File: config.mk
export PLATFORM = sky130hd
export DESIGN_NAME = led_breathe_blink_animator
export DESIGN_NICKNAME = d
export VERILOG_FILES = /design/src/rtl/lba_pkg.sv /design/src/rtl/lba_div.sv /design/src/rtl/lba_datapath.sv /design/src/rtl/lba_ctrl.sv /design/src/rtl/led_breathe_blink_animator.sv
export SDC_FILE = /design/constraint.sdc
export NUM_CORES = 1
export LEC_CHECK = 0
export ABC_AREA = 0
export BUFFER_PORTS_ARGS = -buffer_cell sky130_fd_sc_hd__buf_2
export CORE_ASPECT_RATIO = 0.9
export CORE_MARGIN = 2
export CORE_UTILIZATION = 35
export CTS_CLUSTER_SIZE = 12
export DETAILED_ROUTE_END_ITERATION = 12
export MAX_ROUTING_LAYER = met4
export PLACE_DENSITY = 0.5
export SETUP_SLACK_MARGIN = 0.4
export SYNTH_ARGS = -nofsm -noshare
export SYNTH_HDL_FRONTEND = slang
export SYNTH_SLANG_ARGS = --single-unit
File: constraint.sdc
create_clock -name clk -period 9 [get_ports clk]
set_input_delay 0.9 -clock clk [delete_from_list [all_inputs] [get_ports clk]]
set_output_delay 0.9 -clock clk [all_outputs]
set_load 0.1 [all_outputs]
File: src/rtl/lba_pkg.sv
// lba_pkg: shared types and constants of the LED breathe/blink animator
// used by lba_ctrl, lba_datapath and the top level; depends on nothing
package lba_pkg;

    // fixed field widths
    localparam int COLOR_W   = 24;
    localparam int CHAN_W    = 8;
    localparam int GRAD_W    = 12;
    localparam int BTIMES_W  = 8;
    localparam int BLEFT_W   = 9;
    localparam int CFG_IDX_W = 3;
    localparam int CFG_DAT_W = 24;
    localparam int IN_DAT_W  = 8;
    localparam int OUT_USR_W = 2;

    // animation modes
    localparam logic [1:0] MODE_OFF    = 2'd0;
    localparam logic [1:0] MODE_STEADY = 2'd1;
    localparam logic [1:0] MODE_GRAD   = 2'd2;
    localparam logic [1:0] MODE_BLINK  = 2'd3;

    // configuration register indexes
    localparam logic [CFG_IDX_W-1:0] CFG_MODE    = 3'd0;
    localparam logic [CFG_IDX_W-1:0] CFG_COLOR_A = 3'd1;
    localparam logic [CFG_IDX_W-1:0] CFG_COLOR_B = 3'd2;
    localparam logic [CFG_IDX_W-1:0] CFG_GRAD    = 3'd3;
    localparam logic [CFG_IDX_W-1:0] CFG_BTIMES  = 3'd4;

    // color channel order through the blend unit
    localparam logic [1:0] CH_RED   = 2'd0;
    localparam logic [1:0] CH_GREEN = 2'd1;
    localparam logic [1:0] CH_BLUE  = 2'd2;

    localparam logic [CHAN_W-1:0] MIX_MAX = 8'd255;

    // commands from controller to datapath
    typedef struct packed {
        logic       take_item;
        logic       simple_step;
        logic       pos_inc;
        logic       mod_start;
        logic       mod_store;
        logic       mix_start;
        logic       mix_store;
        logic       blend_mul;
        logic       blend_div;
        logic       out_load;
        logic [1:0] ch;
    } lba_cmd_t;

    // status from datapath to controller
    typedef struct packed {
        logic grad_tick;
        logic tp1_lt_p;
        logic div_done;
        logic out_free;
    } lba_stat_t;

endpackage

File: src/rtl/lba_div.sv
// lba_div: restoring divider, one quotient bit per cycle
// gives quotient and remainder; no package dependency
module lba_div #(
    parameter int DVD_W = 20,
    parameter int DVS_W = 12
) (
    input  logic             clk,
    input  logic             rst_n,
    input  logic             start,
    input  logic [DVD_W-1:0] dividend,
    input  logic [DVS_W-1:0] divisor,
    output logic             done,
    output logic [DVD_W-1:0] quotient,
    output logic [DVS_W-1:0] remainder
);
    localparam int CNT_W = $clog2(DVD_W + 1);

    logic             busy_reg;
    logic             done_reg;
    logic [CNT_W-1:0] cnt_reg;
    logic [DVD_W-1:0] quo_reg;
    logic [DVS_W-1:0] rem_reg;
    logic [DVS_W-1:0] dvs_reg;

    logic [DVS_W:0]   trial;
    logic             ge;
    logic [DVS_W:0]   diff;
    logic [DVS_W-1:0] rem_next;
    logic [DVD_W-1:0] quo_next;

    // one trial subtraction per cycle
    always_comb
    begin
        trial    = {rem_reg, quo_reg[DVD_W-1]};
        ge       = trial >= {1'b0, dvs_reg};
        diff     = trial - {1'b0, dvs_reg};
        rem_next = ge ? diff[DVS_W-1:0] : trial[DVS_W-1:0];
        quo_next = {quo_reg[DVD_W-2:0], ge};
    end

    // iteration control
    always_ff @(posedge clk or negedge rst_n)
    begin
        if (!rst_n)
        begin
            busy_reg <= 1'b0;
            done_reg <= 1'b0;
            cnt_reg  <= '0;
        end
        else
        begin
            done_reg <= 1'b0;
            if (start)
            begin
                busy_reg <= 1'b1;
                cnt_reg  <= CNT_W'(DVD_W);
            end
            else if (busy_reg)
            begin
                cnt_reg <= cnt_reg - CNT_W'(1);
                if (cnt_reg == CNT_W'(1))
                begin
                    busy_reg <= 1'b0;
                    done_reg <= 1'b1;
                end
            end
        end
    end

    // operand and partial result registers
    always_ff @(posedge clk)
    begin
        if (start)
        begin
            quo_reg <= dividend;
            rem_reg <= '0;
            dvs_reg <= divisor;
        end
        else if (busy_reg)
        begin
            quo_reg <= quo_next;
            rem_reg <= rem_next;
        end
    end

    assign done      = done_reg;
    assign quotient  = quo_reg;
    assign remainder = rem_reg;

endmodule

File: src/rtl/lba_datapath.sv
// lba_datapath: configuration registers, animation state, divider, blend unit
// and result register; depends on lba_pkg and lba_div
module lba_datapath
    import lba_pkg::*;
#(
    parameter int TICK_BITS = 12
) (
    input  logic                 clk,
    input  logic                 rst_n,
    input  lba_cmd_t             cmd,
    output lba_stat_t            stat,
    input  logic                 in_restart,
    input  logic                 cfg_valid,
    output logic                 cfg_ready,
    input  logic [CFG_IDX_W-1:0] cfg_index,
    input  logic [CFG_DAT_W-1:0] cfg_data,
    output logic                 m_axis_tvalid,
    input  logic                 m_axis_tready,
    output logic [COLOR_W-1:0]   m_axis_tdata,
    output logic [OUT_USR_W-1:0] m_axis_tuser
);
    localparam int DIV_W = TICK_BITS + 8;

    // configuration
    logic [1:0]          mode_reg;
    logic [COLOR_W-1:0]  color_a_reg;
    logic [COLOR_W-1:0]  color_b_reg;
    logic [TICK_BITS-1:0] period_reg;
    logic [BTIMES_W-1:0] btimes_reg;

    // animation state
    logic [TICK_BITS-1:0] tick_position_reg, tick_position_next;
    logic [BLEFT_W-1:0]   blink_left_reg, blink_left_next;
    logic [COLOR_W-1:0]   shown_color_reg, shown_color_next;
    logic                 shown_lit_reg, shown_lit_next;
    logic                 anim_active_reg, anim_active_next;

    // work registers
    logic                 restart_reg;
    logic [CHAN_W-1:0]    mix_reg;
    logic [15:0]          blend_reg;

    // result register
    logic                 out_valid_reg;
    logic [COLOR_W-1:0]   out_data_reg;
    logic [OUT_USR_W-1:0] out_user_reg;

    logic [TICK_BITS:0]   tp1;
    logic [TICK_BITS-1:0] half;
    logic [TICK_BITS-1:0] xdist;
    logic [DIV_W-1:0]     mix_dividend;
    logic                 div_start;
    logic [DIV_W-1:0]     div_dividend;
    logic [TICK_BITS-1:0] div_divisor;
    logic                 div_done;
    logic [DIV_W-1:0]     div_quo;
    logic [TICK_BITS-1:0] div_rem;
    logic [BLEFT_W-1:0]   bl_dec;

    logic [CHAN_W-1:0]    ch_a;
    logic [CHAN_W-1:0]    ch_b;
    logic signed [8:0]    ch_diff;
    logic signed [17:0]   ch_prod;
    logic signed [17:0]   ch_base;
    logic signed [17:0]   ch_sum;
    logic [23:0]          recip;
    logic [CHAN_W-1:0]    q_est;
    logic [15:0]          q_back;
    logic [15:0]          q_rem;
    logic [CHAN_W-1:0]    blend_byte;
    logic [COLOR_W-1:0]   shown_masked;

    assign cfg_ready = 1'b1;

    // configuration writes
    always_ff @(posedge clk or negedge rst_n)
    begin
        if (!rst_n)
        begin
            mode_reg    <= MODE_OFF;
            color_a_reg <= '0;
            color_b_reg <= '0;
            period_reg  <= '0;
            btimes_reg  <= '0;
        end
        else if (cfg_valid)
        begin
            case (cfg_index)
                CFG_MODE:    mode_reg    <= cfg_data[1:0];
                CFG_COLOR_A: color_a_reg <= cfg_data[COLOR_W-1:0];
                CFG_COLOR_B: color_b_reg <= cfg_data[COLOR_W-1:0];
                CFG_GRAD:    period_reg  <= TICK_BITS'(cfg_data[GRAD_W-1:0]);
                CFG_BTIMES:  btimes_reg  <= cfg_data[BTIMES_W-1:0];
                default:     ;
            endcase
        end
    end

    // period position arithmetic
    always_comb
    begin
        tp1  = {1'b0, tick_position_reg} + {{TICK_BITS{1'b0}}, 1'b1};
        half = period_reg >> 1;
        if (tick_position_reg < half)
            xdist = tick_position_reg;
        else
            xdist = period_reg - tick_position_reg;
        mix_dividend = {xdist, 8'd0} - DIV_W'(xdist);
        bl_dec       = blink_left_reg - {{(BLEFT_W-1){1'b0}}, 1'b1};
    end

    // shared divider: period wrap, then mix
    assign div_start    = cmd.mod_start | cmd.mix_start;
    assign div_dividend = cmd.mod_start ? DIV_W'(tp1) : mix_dividend;
    assign div_divisor  = cmd.mod_start ? period_reg : half;

    lba_div #(
        .DVD_W (DIV_W),
        .DVS_W (TICK_BITS)
    ) u_div (
        .clk       (clk),
        .rst_n     (rst_n),
        .start     (div_start),
        .dividend  (div_dividend),
        .divisor   (div_divisor),
        .done      (div_done),
        .quotient  (div_quo),
        .remainder (div_rem)
    );

    // blend one channel: a*255 + (b-a)*mix
    always_comb
    begin
        case (cmd.ch)
            CH_RED:
            begin
                ch_a = color_a_reg[23:16];
                ch_b = color_b_reg[23:16];
            end
            CH_GREEN:
            begin
                ch_a = color_a_reg[15:8];
                ch_b = color_b_reg[15:8];
            end
            default:
            begin
                ch_a = color_a_reg[7:0];
                ch_b = color_b_reg[7:0];
            end
        endcase
        ch_diff = $signed({1'b0, ch_b}) - $signed({1'b0, ch_a});
        ch_prod = ch_diff * $signed({1'b0, mix_reg});
        ch_base = $signed({2'b00, ch_a, 8'd0}) - $signed({10'd0, ch_a});
        ch_sum  = ch_base + ch_prod;
    end

    // divide by 255: reciprocal estimate plus one correction step
    always_comb
    begin
        recip  = {8'd0, blend_reg} + {blend_reg, 8'd0};
        q_est  = recip[23:16];
        q_back = {q_est, 8'd0} - {8'd0, q_est};
        q_rem  = blend_reg - q_back;
        blend_byte = (q_rem >= 16'(MIX_MAX)) ? q_est + 8'd1 : q_est;
    end

    // next animation state
    always_comb
    begin
        tick_position_next = tick_position_reg;
        blink_left_next    = blink_left_reg;
        shown_color_next   = shown_color_reg;
        shown_lit_next     = shown_lit_reg;
        anim_active_next   = anim_active_reg;

        if (cmd.simple_step)
        begin
            if (restart_reg)
            begin
                case (mode_reg)
                    MODE_OFF:
                    begin
                        anim_active_next   = 1'b0;
                        tick_position_next = '0;
                        shown_lit_next     = 1'b0;
                    end
                    MODE_STEADY:
                    begin
                        anim_active_next   = 1'b0;
                        tick_position_next = '0;
                        shown_color_next   = color_a_reg;
                        shown_lit_next     = 1'b1;
                    end
                    MODE_GRAD:
                    begin
                        tick_position_next = '0;
                        shown_color_next   = color_a_reg;
                        shown_lit_next     = 1'b1;
                        anim_active_next   = 1'b1;
                    end
                    default:
                    begin
                        tick_position_next = '0;
                        blink_left_next    = {btimes_reg, 1'b0};
                        anim_active_next   = 1'b1;
                    end
                endcase
            end
            else if (anim_active_reg)
            begin
                case (mode_reg)
                    MODE_BLINK:
                    begin
                        blink_left_next = bl_dec;
                        if (bl_dec[0])
                        begin
                            shown_color_next = color_a_reg;
                            shown_lit_next   = 1'b1;
                        end
                        else
                        begin
                            shown_lit_next = 1'b0;
                            if (bl_dec == '0 && btimes_reg != '0)
                            begin
                                anim_active_next   = 1'b0;
                                tick_position_next = '0;
                            end
                        end
                    end
                    // gradient with a too-short period holds
                    MODE_GRAD: ;
                    default:
                    begin
                        anim_active_next   = 1'b0;
                        tick_position_next = '0;
                    end
                endcase
            end
        end

        if (cmd.pos_inc)
            tick_position_next = tp1[TICK_BITS-1:0];
        if (cmd.mod_store)
            tick_position_next = div_rem;

        if (cmd.blend_div)
        begin
            case (cmd.ch)
                CH_RED:   shown_color_next[23:16] = blend_byte;
                CH_GREEN: shown_color_next[15:8]  = blend_byte;
                default:  shown_color_next[7:0]   = blend_byte;
            endcase
            shown_lit_next = 1'b1;
        end
    end

    // animation state registers
    always_ff @(posedge clk or negedge rst_n)
    begin
        if (!rst_n)
        begin
            tick_position_reg <= '0;
            blink_left_reg    <= '0;
            shown_color_reg   <= '0;
            shown_lit_reg     <= 1'b0;
            anim_active_reg   <= 1'b0;
        end
        else
        begin
            tick_position_reg <= tick_position_next;
            blink_left_reg    <= blink_left_next;
            shown_color_reg   <= shown_color_next;
            shown_lit_reg     <= shown_lit_next;
            anim_active_reg   <= anim_active_next;
        end
    end

    // work registers, no reset needed
    always_ff @(posedge clk)
    begin
        if (cmd.take_item)
            restart_reg <= in_restart;
        if (cmd.mix_store)
            mix_reg <= (|div_quo[DIV_W-1:8]) ? MIX_MAX : div_quo[7:0];
        if (cmd.blend_mul)
            blend_reg <= ch_sum[15:0];
    end

    // result register
    assign shown_masked = shown_lit_reg ? shown_color_reg : '0;

    always_ff @(posedge clk or negedge rst_n)
    begin
        if (!rst_n)
            out_valid_reg <= 1'b0;
        else if (cmd.out_load)
            out_valid_reg <= 1'b1;
        else if (m_axis_tready)
            out_valid_reg <= 1'b0;
    end

    always_ff @(posedge clk)
    begin
        if (cmd.out_load)
        begin
            out_data_reg <= {shown_masked[7:0], shown_masked[15:8], shown_masked[23:16]};
            out_user_reg <= {anim_active_reg, shown_lit_reg};
        end
    end

    assign m_axis_tvalid = out_valid_reg;
    assign m_axis_tdata  = out_data_reg;
    assign m_axis_tuser  = out_user_reg;

    // status to controller
    always_comb
    begin
        stat.grad_tick = !restart_reg && anim_active_reg && (mode_reg == MODE_GRAD)
                         && (|period_reg[TICK_BITS-1:2]);
        stat.tp1_lt_p  = tp1 < {1'b0, period_reg};
        stat.div_done  = div_done;
        stat.out_free  = !out_valid_reg || m_axis_tready;
    end

endmodule

File: src/rtl/lba_ctrl.sv
// lba_ctrl: sequencer of the animator, one request at a time
// depends on lba_pkg; drives lba_datapath through lba_cmd_t
module lba_ctrl
    import lba_pkg::*;
(
    input  logic      clk,
    input  logic      rst_n,
    input  logic      s_axis_tvalid,
    output logic      s_axis_tready,
    input  lba_stat_t stat,
    output lba_cmd_t  cmd
);
    typedef enum logic [2:0] {
        ST_IDLE,
        ST_DECIDE,
        ST_MOD_WAIT,
        ST_MIX_START,
        ST_MIX_WAIT,
        ST_BLEND_MUL,
        ST_BLEND_DIV,
        ST_FINISH
    } state_t;

    state_t     state_reg;
    logic [1:0] ch_reg;

    assign s_axis_tready = (state_reg == ST_IDLE);

    // state and channel counter
    always_ff @(posedge clk or negedge rst_n)
    begin
        if (!rst_n)
        begin
            state_reg <= ST_IDLE;
            ch_reg    <= CH_RED;
        end
        else
        begin
            case (state_reg)
                ST_IDLE:
                begin
                    if (s_axis_tvalid)
                        state_reg <= ST_DECIDE;
                end
                ST_DECIDE:
                begin
                    if (!stat.grad_tick)
                        state_reg <= ST_FINISH;
                    else if (stat.tp1_lt_p)
                        state_reg <= ST_MIX_START;
                    else
                        state_reg <= ST_MOD_WAIT;
                end
                ST_MOD_WAIT:
                begin
                    if (stat.div_done)
                        state_reg <= ST_MIX_START;
                end
                ST_MIX_START:
                    state_reg <= ST_MIX_WAIT;
                ST_MIX_WAIT:
                begin
                    if (stat.div_done)
                    begin
                        ch_reg    <= CH_RED;
                        state_reg <= ST_BLEND_MUL;
                    end
                end
                ST_BLEND_MUL:
                    state_reg <= ST_BLEND_DIV;
                ST_BLEND_DIV:
                begin
                    if (ch_reg == CH_BLUE)
                        state_reg <= ST_FINISH;
                    else
                    begin
                        ch_reg    <= ch_reg + 2'd1;
                        state_reg <= ST_BLEND_MUL;
                    end
                end
                ST_FINISH:
                begin
                    if (stat.out_free)
                        state_reg <= ST_IDLE;
                end
                default:
                    state_reg <= ST_IDLE;
            endcase
        end
    end

    // command decode
    always_comb
    begin
        cmd    = '0;
        cmd.ch = ch_reg;
        case (state_reg)
            ST_IDLE:      cmd.take_item = s_axis_tvalid;
            ST_DECIDE:
            begin
                cmd.simple_step = !stat.grad_tick;
                cmd.pos_inc     = stat.grad_tick && stat.tp1_lt_p;
                cmd.mod_start   = stat.grad_tick && !stat.tp1_lt_p;
            end
            ST_MOD_WAIT:  cmd.mod_store = stat.div_done;
            ST_MIX_START: cmd.mix_start = 1'b1;
            ST_MIX_WAIT:  cmd.mix_store = stat.div_done;
            ST_BLEND_MUL: cmd.blend_mul = 1'b1;
            ST_BLEND_DIV: cmd.blend_div = 1'b1;
            ST_FINISH:    cmd.out_load  = stat.out_free;
            default:      ;
        endcase
    end

endmodule

File: src/rtl/led_breathe_blink_animator.sv
// led_breathe_blink_animator: top level of the RGB LED animator
// depends on lba_pkg, lba_ctrl, lba_datapath (and lba_div below it)
//
// Takes one request at a time: bit 0 of s_axis_tdata set restarts the
// configured mode, clear is one animation tick; each request gives one
// result with the LED color (red in the low byte), lit and running flags.
// Restarts, blink ticks and idle ticks go from acceptance through the
// decide and finish states into the output register. A gradient tick
// also passes the bit-serial divider that forms the triangle mix and
// the one-channel blend unit; when the next tick position reaches or
// passes the period, the wrap goes through the same divider first.
// A new request is taken while the previous result still waits in the
// output register. Configuration writes are always accepted and must only
// be issued while no request is in flight.
module led_breathe_blink_animator
    import lba_pkg::*;
#(
    parameter int TICK_BITS = 12
) (
    input  logic                 clk,
    input  logic                 rst_n,
    input  logic                 s_axis_tvalid,
    output logic                 s_axis_tready,
    input  logic [IN_DAT_W-1:0]  s_axis_tdata,   // [0] restart
    output logic                 m_axis_tvalid,
    input  logic                 m_axis_tready,
    output logic [COLOR_W-1:0]   m_axis_tdata,   // [7:0] red, [15:8] green, [23:16] blue
    output logic [OUT_USR_W-1:0] m_axis_tuser,   // [0] lit, [1] running
    input  logic                 cfg_valid,
    output logic                 cfg_ready,
    input  logic [CFG_IDX_W-1:0] cfg_index,
    input  logic [CFG_DAT_W-1:0] cfg_data
);
    lba_cmd_t  cmd;
    lba_stat_t stat;

    // sequencer
    lba_ctrl u_ctrl (
        .clk           (clk),
        .rst_n         (rst_n),
        .s_axis_tvalid (s_axis_tvalid),
        .s_axis_tready (s_axis_tready),
        .stat          (stat),
        .cmd           (cmd)
    );

    // registers and arithmetic
    lba_datapath #(
        .TICK_BITS (TICK_BITS)
    ) u_datapath (
        .clk           (clk),
        .rst_n         (rst_n),
        .cmd           (cmd),
        .stat          (stat),
        .in_restart    (s_axis_tdata[0]),
        .cfg_valid     (cfg_valid),
        .cfg_ready     (cfg_ready),
        .cfg_index     (cfg_index),
        .cfg_data      (cfg_data),
        .m_axis_tvalid (m_axis_tvalid),
        .m_axis_tready (m_axis_tready),
        .m_axis_tdata  (m_axis_tdata),
        .m_axis_tuser  (m_axis_tuser)
    );

endmodule

# After elaboration in Yosys (flattened, before gate mapping)
# Index checks and enable logic that the tools add are counted.
[word_totals]
register_bits = 225
out_inout_bits = 29
word_cells = 188
[classes]
n_addsub = 14
mul = 1
magnitude_cmp = 4
n_eq_ne = 27
n_mux = 73
bitwise_logic = 1
n_reduce_logical = 43
[ops]
columns = ["op", "n"]
rows = [
  ["2-to-1 mux 24 bit", 7],
  ["2-to-1 mux 12 bit", 9],
  ["2-to-1 mux 20 bit", 3],
  ["2-to-1 mux 9 bit", 4],
  ["2-to-1 mux 8 bit", 4],
  ["one-hot mux 8 bit (2 select lines)", 2],
  ["subtractor 16 x 8 -> 16 bit", 2],
  ["2-to-1 mux 1 bit", 27],
  ["adder 16 x 24 -> 24 bit", 1],
  ["one-hot mux 12 bit (2 select lines)", 1],
  ["one-hot mux 3 bit (8 select lines)", 1],
  ["subtractor 12 bit", 2],
  ["subtractor 20 x 12 -> 20 bit", 1],
  ["2-to-1 mux 3 bit", 6],
  ["adder 16 bit", 1],
  ["greater-or-equal comparator 16 x 8 -> 1 bit, second input constant", 1],
  ["multiplier 9 x 9 -> 16 bit", 1],
  ["subtractor 16 bit", 1],
  ["== test 3 bit, second input constant", 5],
  ["adder 12 x 1 -> 13 bit, second input constant", 1],
  ["greater-or-equal comparator 13 x 12 -> 1 bit", 1],
  ["less-than comparator 13 x 12 -> 1 bit", 1],
  ["== test 3 x 2 -> 1 bit, second input constant", 4],
  ["less-than comparator 12 x 11 -> 1 bit", 1],
  ["other kinds (39)", 76],
]

# Logic depth before layout (Yosys ltp)
# Gate-level depths: netlist of the first run.
[depth]
word_depth = 11
depth_mapped = 37
ltp_nobuf = 34

# Modules after synthesis
# Synthesis of the first run repeated with hierarchy kept, for this count alone.
[unflattened]
hier_cells = 1775
hier_area_um2 = 17551.8
[by_module_without_submodules]
columns = ["module", "instances", "cells_per_inst", "area_per_inst_um2", "seq_area_each_um2"]
rows = [
  ["lba_datapath", 1, 1501, 14533.9, 4484.3],
  ["lba_div", 1, 225, 2603.7, 1376.3],
  ["lba_ctrl", 1, 49, 414.1, 125.1],
]

# Worst setup path after synthesis of the first run
# OpenSTA, ideal clock, no wires.
[synth_path]
kind = "flip-flop to flip-flop"
from = "register u_ctrl.ch_reg[0]"
to = "register u_datapath.blend_reg[15], data pin"
setup_time_ns = 0.268
arrival_time_ns = 7.478
required_ns = 8.732
setup_slack_ns = 1.254
path_stages_with_launch = 35
n_path_buf = 2
period_less_slack_ns = 7.746
cell_sequence = "dfrtp_1 -> ha_1 -> buf_2 -> clkbuf_1 -> nor2b_1 -> o21ai_0 -> o21ai_0 -> inv_1 -> ha_1 -> inv_1 -> fa_1 -> and3_1 -> a31oi_2 -> o21ai_2 -> a21o_1 -> a21oi_2 -> and2_1 -> inv_1 -> fa_1 -> inv_1 -> fa_1 -> fa_1 -> fa_1 -> inv_1 -> fa_1 -> inv_1 -> ha_1 -> and3_1 -> a31oi_1 -> a211oi_1 -> a31o_2 -> nor2_1 -> o21ai_0 -> and4bb_1 -> nand4_1"
[synth_via]
elab_chain_len = 5
elab_cells_between_ends = 8
[synth_rtl]
columns = ["item", "line_no", "source"]
rows = [
  ["start: declaration", "lba_ctrl.sv:25", "logic [1:0] ch_reg;"],
  ["start signal: assignment", "lba_ctrl.sv:77", "ch_reg <= ch_reg + 2'd1;"],
  ["== test 2 x 1 -> 1 bit or zero test 2 bit (tied branches)", "lba_datapath.sv:134", "case (cmd.ch)"],
  ["one-hot mux 8 bit (2 select lines)", "lba_datapath.sv:134", ""],
  ["subtractor 8 x 8 -> 9 bit", "lba_datapath.sv:151", "ch_diff = $signed({1'b0, ch_b}) - $signed({1'b0, ch_a});"],
  ["multiplier 9 x 9 -> 16 bit", "lba_datapath.sv:152", "ch_prod = ch_diff * $signed({1'b0, mix_reg});"],
  ["adder 16 bit *", "lba_datapath.sv:154", "ch_sum = ch_base + ch_prod;"],
  ["net u_datapath.ch_sum[15]", "lba_datapath.sv:65", "logic signed [17:0] ch_sum;"],
  ["end signal: assignment", "lba_datapath.sv:286", "blend_reg <= ch_sum[15:0];"],
  ["end: declaration", "lba_datapath.sv:41", "logic [15:0] blend_reg;"],
]
# Mark *: on every way through the listed nets, which the timed path passes. The rest lies on a longest branch.
# A chain may end at the register's enable or synchronous reset.

# Worst setup path in the final report of the first run
[layout_path]
from = "register u_ctrl.ch_reg[1]"
to = "register u_datapath.blend_reg[15], data pin"
# The elaborated chain is that of the path after synthesis.

==> results.toml, run 1 <==
[hold_path]
holdCritPathClass = "in2async"

[layout]
multi_input_area_um2 = 10600
nets = 2175
final-seq-area_um2 = 5990
fillers = 4902
syn_to_final_growth_pct = 12.3
layout-drive-gt1-share_pct = 13.5

[synth]
async_reset_ff_share_pct = 57.8
synth_edf_count = 83
synth_top_cell_area_share_pct = 18.5
synth_flop_cell = "dfrtp_1"
yosysMostFrequentCell = "inv_1"
synth_area_leader_cell = "dfrtp_1"
synth.avg_cell_area_um2 = 9.48
synth-seq-cells = 225
synth.net_count = 2120
synthTopCellsByArea = "dfrtp_1, edfxtp_1, ha_1"
ys_seq_area_share_pct = 34.0
synthCells = 1857
netlist_area_um2 = 17600
netlist_top_cells_count = "inv_1, nand2_1, ha_1"
synthDistinctLibCells = 88
yosys_warnings = 0

[placed_design]
io_buffers = 60
dpl.hpwl_um = 38000
routabilityCongestion = 0.906
dp_slack_ns = 0.583

[grt]
grt_pass1_vias = 13300
grt-ovfl-total = 0
antenna_found_initial = 1
grt_pass1_wl_um = 76500
grt_max_degree = 67
grt_usage_pct = 19.3

[sta]
period_minus_slack_ns = 8.04
rsz0062_at_grt = "false"
report.final.slew_viol_count = 0
tns_ns = 0
fmax_mhz = 124
final.setup.worst_slack_ns = 0.962
clock_skew_ns = 0.0395
worst_slew_pin_slew_ns = 1.14
hold_violations = 0
max_slew_margin_pct = 23.4
layout_worst_path_cycle_share_pct = 89.3
setup_violations = 0

[routing]
via_per_inst = 5.24
wirelength_um = 48700
first_iter_violations = 1083
firstDrtPassIters = 5
ant_nets = 0
post_drt_wl_per_cell_um = 18.7
drc = 0
vias = 13600

[worst_setup_path]
start_kind = "flop"
critPathSlowestCell = "fa_1"
path_class = "reg2reg"
crit_arrival_ns = 8.36
r2r_cells = 31
endpoint_kind = "flop"
slowest_delay_ns = 0.55
critPathRequiredTime_ns = 9.32
critPathMaxFanout = 13

[outcome]
status = "complete, no violations"

[floorplan]
design.die.area_um2 = 52100
die_h_um = 217
die_width_um = 240
num_rows = 77
ios = 69
core_area_um2 = 49400
initial_utilization_pct = 35.6

[clock_tree]
htreeDepth = 1
cts_made_buffers = 28
numClockSinks = 225
postCtsHoldBufs = 0
clk_pin_slew_ns = 0.06
clock_path_buffers = 3
insertion_delay_ns = 0.59
cts_root_buffer = "clkbuf_16"
cts_tree = "yes"

[run]
maxCapViolCount = 0
stage by stage:
step	cells	area, um2	hold slack [ns]	util, %
global placement	2552	18700	0.483	37.9
global route	2605	19800	0.372	40.0
detailed placement	2552	18700	0.495	37.9
floorplan	1857	17600	0.455	-
finish	2606	19800	0.320	40.0
CTS	2604	19700	0.348	39.9
cells by family (layout without fill, tap and decap cells):
| family | after synthesis | in the layout | synth area share, % |
|---|---|---|---|
| buffers and inverters | 277 | 354 | 6.04 |
| flip-flops | 225 | 225 | 34.0 |
| XOR/XNOR | 103 | 103 | 5.12 |
| AND/OR/NAND/NOR | 547 | 547 | 15.7 |
| multiplexers | 94 | 94 | 5.95 |
| AO/OA/AOI/OAI | 387 | 387 | 14.2 |
| other | 1 | 2 | 0.0213 |
| adder cells (fa/ha/maj) | 223 | 223 | 19.0 |
layout by cell type (no fill, tap or decap), drive strengths merged, types with 13 or more instances in the layout:
master,instances
or2,19
nor2,97
edfxtp,83
nor3,33
nor2b,38
dfrtp,130
buf,88
nor4,14
inv,215
ha,149
a31oi,13
xor2,20
and2,56
a21oi,88
clkbuf,35
xnor2,83
nand2b,18
o211ai,15
mux2,82
nand2,174
a211oi,28
o21ai,124
a21o,18
nand3,35
fa,74
layout make-up:
| type | count | share of cell area, % |
|---|---|---|
| Antenna cell | 1 | 0.0127 |
| Clock buffer | 35 | 3.99 |
| Clock inverter | 17 | 1.05 |
| Inverter | 214 | 4.06 |
| Multi-Input combinational cell | 1355 | 53.7 |
| Sequential cell | 225 | 30.3 |
| Tap cell | 671 | 4.25 |
| Timing Repair Buffer | 88 | 2.61 |
routing by layer:
metal / vias up / share of wire [%] / GRT usage, %
met5: - / 0 / -
met4: 0 / 2.0 / 3.58
met3: 60 / 5.7 / 2.88
met2: 345 / 41 / 27.5
met1: 6646 / 51 / 29.1
li1: 6597 / - / -
worst max-delay path, delay by kind of cell (launching register included):
kind	cells	cell delay, ns
buf+inv	6	0.36
compound gates	9	1.90
simple gates	7	1.36
flops	1	0.34
fa+ha+maj	9	3.78
what timing repair did:
item                                    4_1_cts  5_1_grt
endpoints found under the setup margin        0        1
buffers inserted                              0        1
resized for setup                             0       11
worst paths after layout:
check                      slack [ns]                      start                              end
min                              0.32                      rst_n  u_datapath.tick_position_reg[5]
max reg2reg                      0.96           u_ctrl.ch_reg[1]         u_datapath.blend_reg[15]
min in group clk                 0.51  u_datapath.color_b_reg[7]        u_datapath.color_b_reg[7]
min reg2reg                      0.51  u_datapath.color_b_reg[7]        u_datapath.color_b_reg[7]
max                              0.96           u_ctrl.ch_reg[1]         u_datapath.blend_reg[15]
max in group asynchronous        7.37                      rst_n       u_datapath.color_b_reg[23]
Power of run 1 is left out: the tool's default activity adds up to more than one toggle a clock period on the data nets, which glitch-free logic cannot reach.
==> run 2, diff against run 1 <==
==> constraint.sdc (replaced) <==
create_clock -name clk -period 7.6 [get_ports clk]
set_input_delay 0.76 -clock clk [delete_from_list [all_inputs] [get_ports clk]]
set_output_delay 0.76 -clock clk [all_outputs]
set_load 0.1 [all_outputs]
==> run 2 against run 1 <==
Effect of this change:
- clock-buffer cell count unchanged
- non-clock buffer count rose by 67
- register-to-register slack worse by 0.85 ns
- routed wire length increased by 2.4%
- global-route usage is 0.58 points higher
- critical path type unchanged
- critical endpoint unchanged
==> results.toml, run 2 (synthesis gave the netlist of run 1 again) <==
[outcome]
status = "complete, no violations"

[grt]
grt_pass1_wl_um = 78700
grt.busiest_layer = "met1"
antenna_found_initial = 1
grt-ovfl-total = 0
grt_pass1_vias = 13500
grt_max_degree = 68
gr-usage-met1_pct = 30.2
grtUsageMet2_pct = 28.5
use_met3_pct = 2.18
grt_usage_pct = 19.9

[sta]
setup_violations = 0
layout_worst_path_cycle_share_pct = 98.5
holdWs_ns = 0.202
worst_slew_pin_slew_ns = 1.03
max_slew_margin_pct = 31.1
report.final.slew_viol_count = 0
clock_skew_ns = 0.0244
rsz0062_at_grt = "true"
final.setup.worst_slack_ns = 0.114
hold_violations = 0
period_minus_slack_ns = 7.49
fmax_mhz = 134

[routing]
ant_nets = 0
vias = 13800
post_drt_wl_per_cell_um = 18.7
drc = 0
first_iter_violations = 912
via_per_inst = 5.18
wirelength_um = 49900
firstDrtPassIters = 8

[hold_path]
holdCritPathClass = "in2async"

[clock_tree]
cts_made_buffers = 27
cts_tree = "yes"
clock_path_buffers = 3
clk_pin_slew_ns = 0.06
htreeDepth = 1
cts_root_buffer = "clkbuf_16"
insertion_delay_ns = 0.56
numClockSinks = 225

[floorplan]
die_width_um = 240
initial_utilization_pct = 35.6
die_h_um = 217
core_area_um2 = 49400
ios = 69
num_rows = 77
design.die.area_um2 = 52100

[layout]
diodes = 0
final_common_cell = "inv_1"
final_cell_mix = "inv_1, nand2_1, ha_1"
syn_to_final_growth_pct = 17.5
nets = 2241
final_util_pct = 41.8
layout-drive-gt1-share_pct = 20.7
final_area_um2 = 20700

[worst_setup_path]
critPathRequiredTime_ns = 7.87
crit_arrival_ns = 7.76
critPathSlowestCell = "fa_1"
worst-r2r-setup-slack_ns = 0.11
path_class = "reg2reg"
critPathMaxFanout = 5
endpoint_kind = "flop"
slowest_delay_ns = 0.53
start_kind = "flop"

[placed_design]
dp_slack_ns = -0.0137
io_buffers = 60
place_area_um2 = 19200
dpl.hpwl_um = 38700
routabilityCongestion = 0.958

[run]
maxCapViolCount = 0
## run 2: cell types whose count changed in the layout (fill, tap and decap cells not counted), sizes merged
cell	previous run	this run
clkinv	12	11
clkinvlp	0	2
diode	1	0
buf	88	155
bufinv	4	1
## run 2: area by class of cell
type                            count  area [um2]
Clock inverter                     15         115
Tap cell                          671         840
Clock buffer                       35         737
Inverter                          214         808
Fill cell                        4829       28700
Sequential cell                   225        5990
Timing Repair Buffer              155        1080
Multi-Input combinational cell   1355       11100
## run 2: what timing repair did
| item | in CTS | in global routing |
|---|---|---|
| pin swaps | 28 | 52 |
| cloned | 0 | 0 |
| gates resized for setup | 32 | 74 |
| hold buffers | 0 | 0 |
| setup endpoints to repair | 3 | 4 |
| setup buffers | 10 | 13 |
## run 2: stage by stage
stage | cells | TNS [ns]
floorplan | 1857 | 0
global placement | 2597 | -0.0245
detailed placement | 2597 | -0.0137
CTS | 2657 | 0
global route | 2670 | -0.0997
finish | 2670 | 0
## run 2: critical path, delay by kind of cell (launching register included)
kind                       cells  cell delay (ns)
and+or+nand+nor                7             0.99
adders and majority gates      9             3.47
AOI/OAI and AO/OA             10             1.71
DFF                            1             0.41
buffers and inverters          8             0.63
## run 2: path summary, 6_finish.rpt
check	from	endpoint	cells past startpoint
worst max-delay path	u_ctrl.ch_reg[0]	u_datapath.blend_reg[15]	34
min in group clk	s_axis_tdata[0]	u_datapath.restart_reg	1
worst max register to register	u_ctrl.ch_reg[0]	u_datapath.blend_reg[15]	34
worst min-delay path	rst_n	u_datapath.tick_position_reg[9]	1
max in group asynchronous	rst_n	u_datapath.shown_color_reg[18]	2
worst min register to register	u_datapath.color_b_reg[11]	u_datapath.color_b_reg[11]	1
## run 2: layer usage
layer	routed length [um]	up-vias
met1	25500	6752
met5	0	-
met3	2340	56
li1	-	6736
met2	21000	286
met4	965	0
Power of run 2 is left out for the same reason.
==> run 3, diff against run 2 <==
--- a/config.mk
+++ b/config.mk
@@ -6,14 +6,14 @@
 export NUM_CORES = 1
 export LEC_CHECK = 0
 export ABC_AREA = 0
-export BUFFER_PORTS_ARGS = -buffer_cell sky130_fd_sc_hd__buf_2
 export CORE_ASPECT_RATIO = 0.9
 export CORE_MARGIN = 2
 export CORE_UTILIZATION = 35
 export CTS_CLUSTER_SIZE = 12
 export DETAILED_ROUTE_END_ITERATION = 12
+export DONT_BUFFER_PORTS = 1
 export MAX_ROUTING_LAYER = met4
-export PLACE_DENSITY = 0.5
+export PLACE_DENSITY = 0.49
 export SETUP_SLACK_MARGIN = 0.4
 export SYNTH_ARGS = -nofsm -noshare
 export SYNTH_HDL_FRONTEND = slang
==> run 3 against run 2 <==
Effect of this change:
- critical path depth down 3
- clock-buffer cell count up 3
- die area unchanged
- non-clock buffer count down 88
- worst setup slack better by 0.043 ns
- first-iteration DRC count up 34%
- largest cell class unchanged
- highest routed layer unchanged
==> results.toml, run 3 (synthesis gave the netlist of run 1 again) <==
[grt]
grt_max_degree = 131
grt_pass1_vias = 13300
grt_pass1_wl_um = 77900
grt_usage_pct = 19.7
grt-ovfl-total = 0
antenna_found_initial = 4

[layout]
nets = 2153
syn_to_final_growth_pct = 13.5
layout-drive-gt1-share_pct = 15.0
diodes = 0
final_cell_mix = "inv_1, nand2_1, ha_1"
final-seq-area_um2 = 5990
fillers = 4913
final_common_cell = "inv_1"
final_util_pct = 40.4
multi_input_area_um2 = 10900

[worst_setup_path]
r2r_start = "u_ctrl.ch_reg[0]"
startpoint = "u_ctrl.ch_reg[0]"
timing.critical_path.mode_cell = "fa_1"
worst-r2r-setup-slack_ns = 0.16
r2r_cells = 31
critPathSlowestCell = "fa_1"
start_kind = "flop"
endpoint_kind = "flop"
crit_arrival_ns = 7.73
slowest_delay_ns = 0.55
r2r_end = "u_datapath.blend_reg[15]"
endpoint = "u_datapath.blend_reg[15]"
path_class = "reg2reg"
critPathRequiredTime_ns = 7.89
critPathMaxFanout = 13

[clock_tree]
cts_root_buffer = "clkbuf_16"
htreeDepth = 1
cts_made_buffers = 27
clk_pin_slew_ns = 0.06
cts_tree = "yes"
numClockSinks = 225
clock_path_buffers = 3
insertion_delay_ns = 0.57

[hold_path]
holdCritPathClass = "in2async"

[sta]
hold_violations = 0
layout_worst_path_cycle_share_pct = 97.9
max_slew_margin_pct = 33.3
report.final.slew_viol_count = 0
fmax_mhz = 134
period_minus_slack_ns = 7.44
tns_ns = 0
worst_slew_pin_slew_ns = 0.997
rsz0062_at_grt = "true"
setup_violations = 0
clock_skew_ns = 0.0173

[routing]
post_drt_wl_per_cell_um = 19.0
firstDrtPassIters = 5
via_per_inst = 5.17
ant_nets = 0
wirelength_um = 48900
vias = 13300
drc = 0
first_iter_violations = 1226

[floorplan]
core_area_um2 = 49400
num_rows = 77
die_h_um = 217
design.die.area_um2 = 52100
die_width_um = 240
initial_utilization_pct = 35.6
ios = 69

[run]
maxCapViolCount = 0

[placed_design]
dpl.hpwl_um = 37800
io_buffers = 0
routabilityCongestion = 0.886

[outcome]
status = "complete, no violations"
[run 3: cell count changes in the layout (fill, tap and decap cells not counted), sizes merged]
cell / delta
bufinv: +1
clkinv: -3
clkinvlp: -1
buf: -88
clkbuf: +3
[run 3: worst min path at each step]
stage,cells after the start,end,slack (ns),start
finish,1,u_datapath.period_reg[2],0.06,rst_n
floorplan,2,u_datapath.u_div.remainder[11],0.45,u_datapath.u_div.remainder[11]
global route,1,u_datapath.period_reg[2],0.14,rst_n
detailed placement,0,u_datapath.period_reg[2],0.47,rst_n
CTS,1,u_datapath.period_reg[3],0.17,rst_n
global placement,0,u_datapath.period_reg[2],0.47,rst_n
[run 3: per-layer routing]
layer,routed length [um],GRT usage (%)
met1,25100,29.0
met2,20900,28.9
met3,2050,2.40
met4,905,4.00
met5,0,-
[run 3: critical path, delay by kind of cell, from the launching register on]
kind,cells,cell delay (ns)
AO/OA/AOI/OAI,9,1.67
flip-flops,1,0.41
AND/OR/NAND/NOR,7,1.24
adder cells (fa/ha/maj),9,3.53
buffers and inverters,6,0.33
[run 3: timing repair]
item,CTS,global route
setup endpoints to repair,3,5
buffers inserted,12,0
hold endpoints to repair,130,0
hold buffers,1,0
pin swaps,27,0
resized for setup,19,21
[run 3: stage by stage]
stage                     cells  setup slack, ns  area [um2]  hold slack, ns
after floorplan            1857            0.406       17800           0.455
after global placement     2519          -0.0589       18800           0.469
after detailed placement   2519           -0.113       18800           0.469
after CTS                  2582            0.181       19900           0.172
after global routing       2582           -0.154       20000           0.142
final                      2582            0.157       20000          0.0578
[run 3: area by class of cell]
class | instances | share of cell area [%]
repair buffers | 67 | 2.82
flip-flops and latches | 225 | 30.0
multi-input cells | 1355 | 54.5
well taps | 671 | 4.20
inverters | 214 | 4.02
clock inverters | 12 | 0.658
clock buffers | 38 | 3.79
Power of run 3 is left out for the same reason.
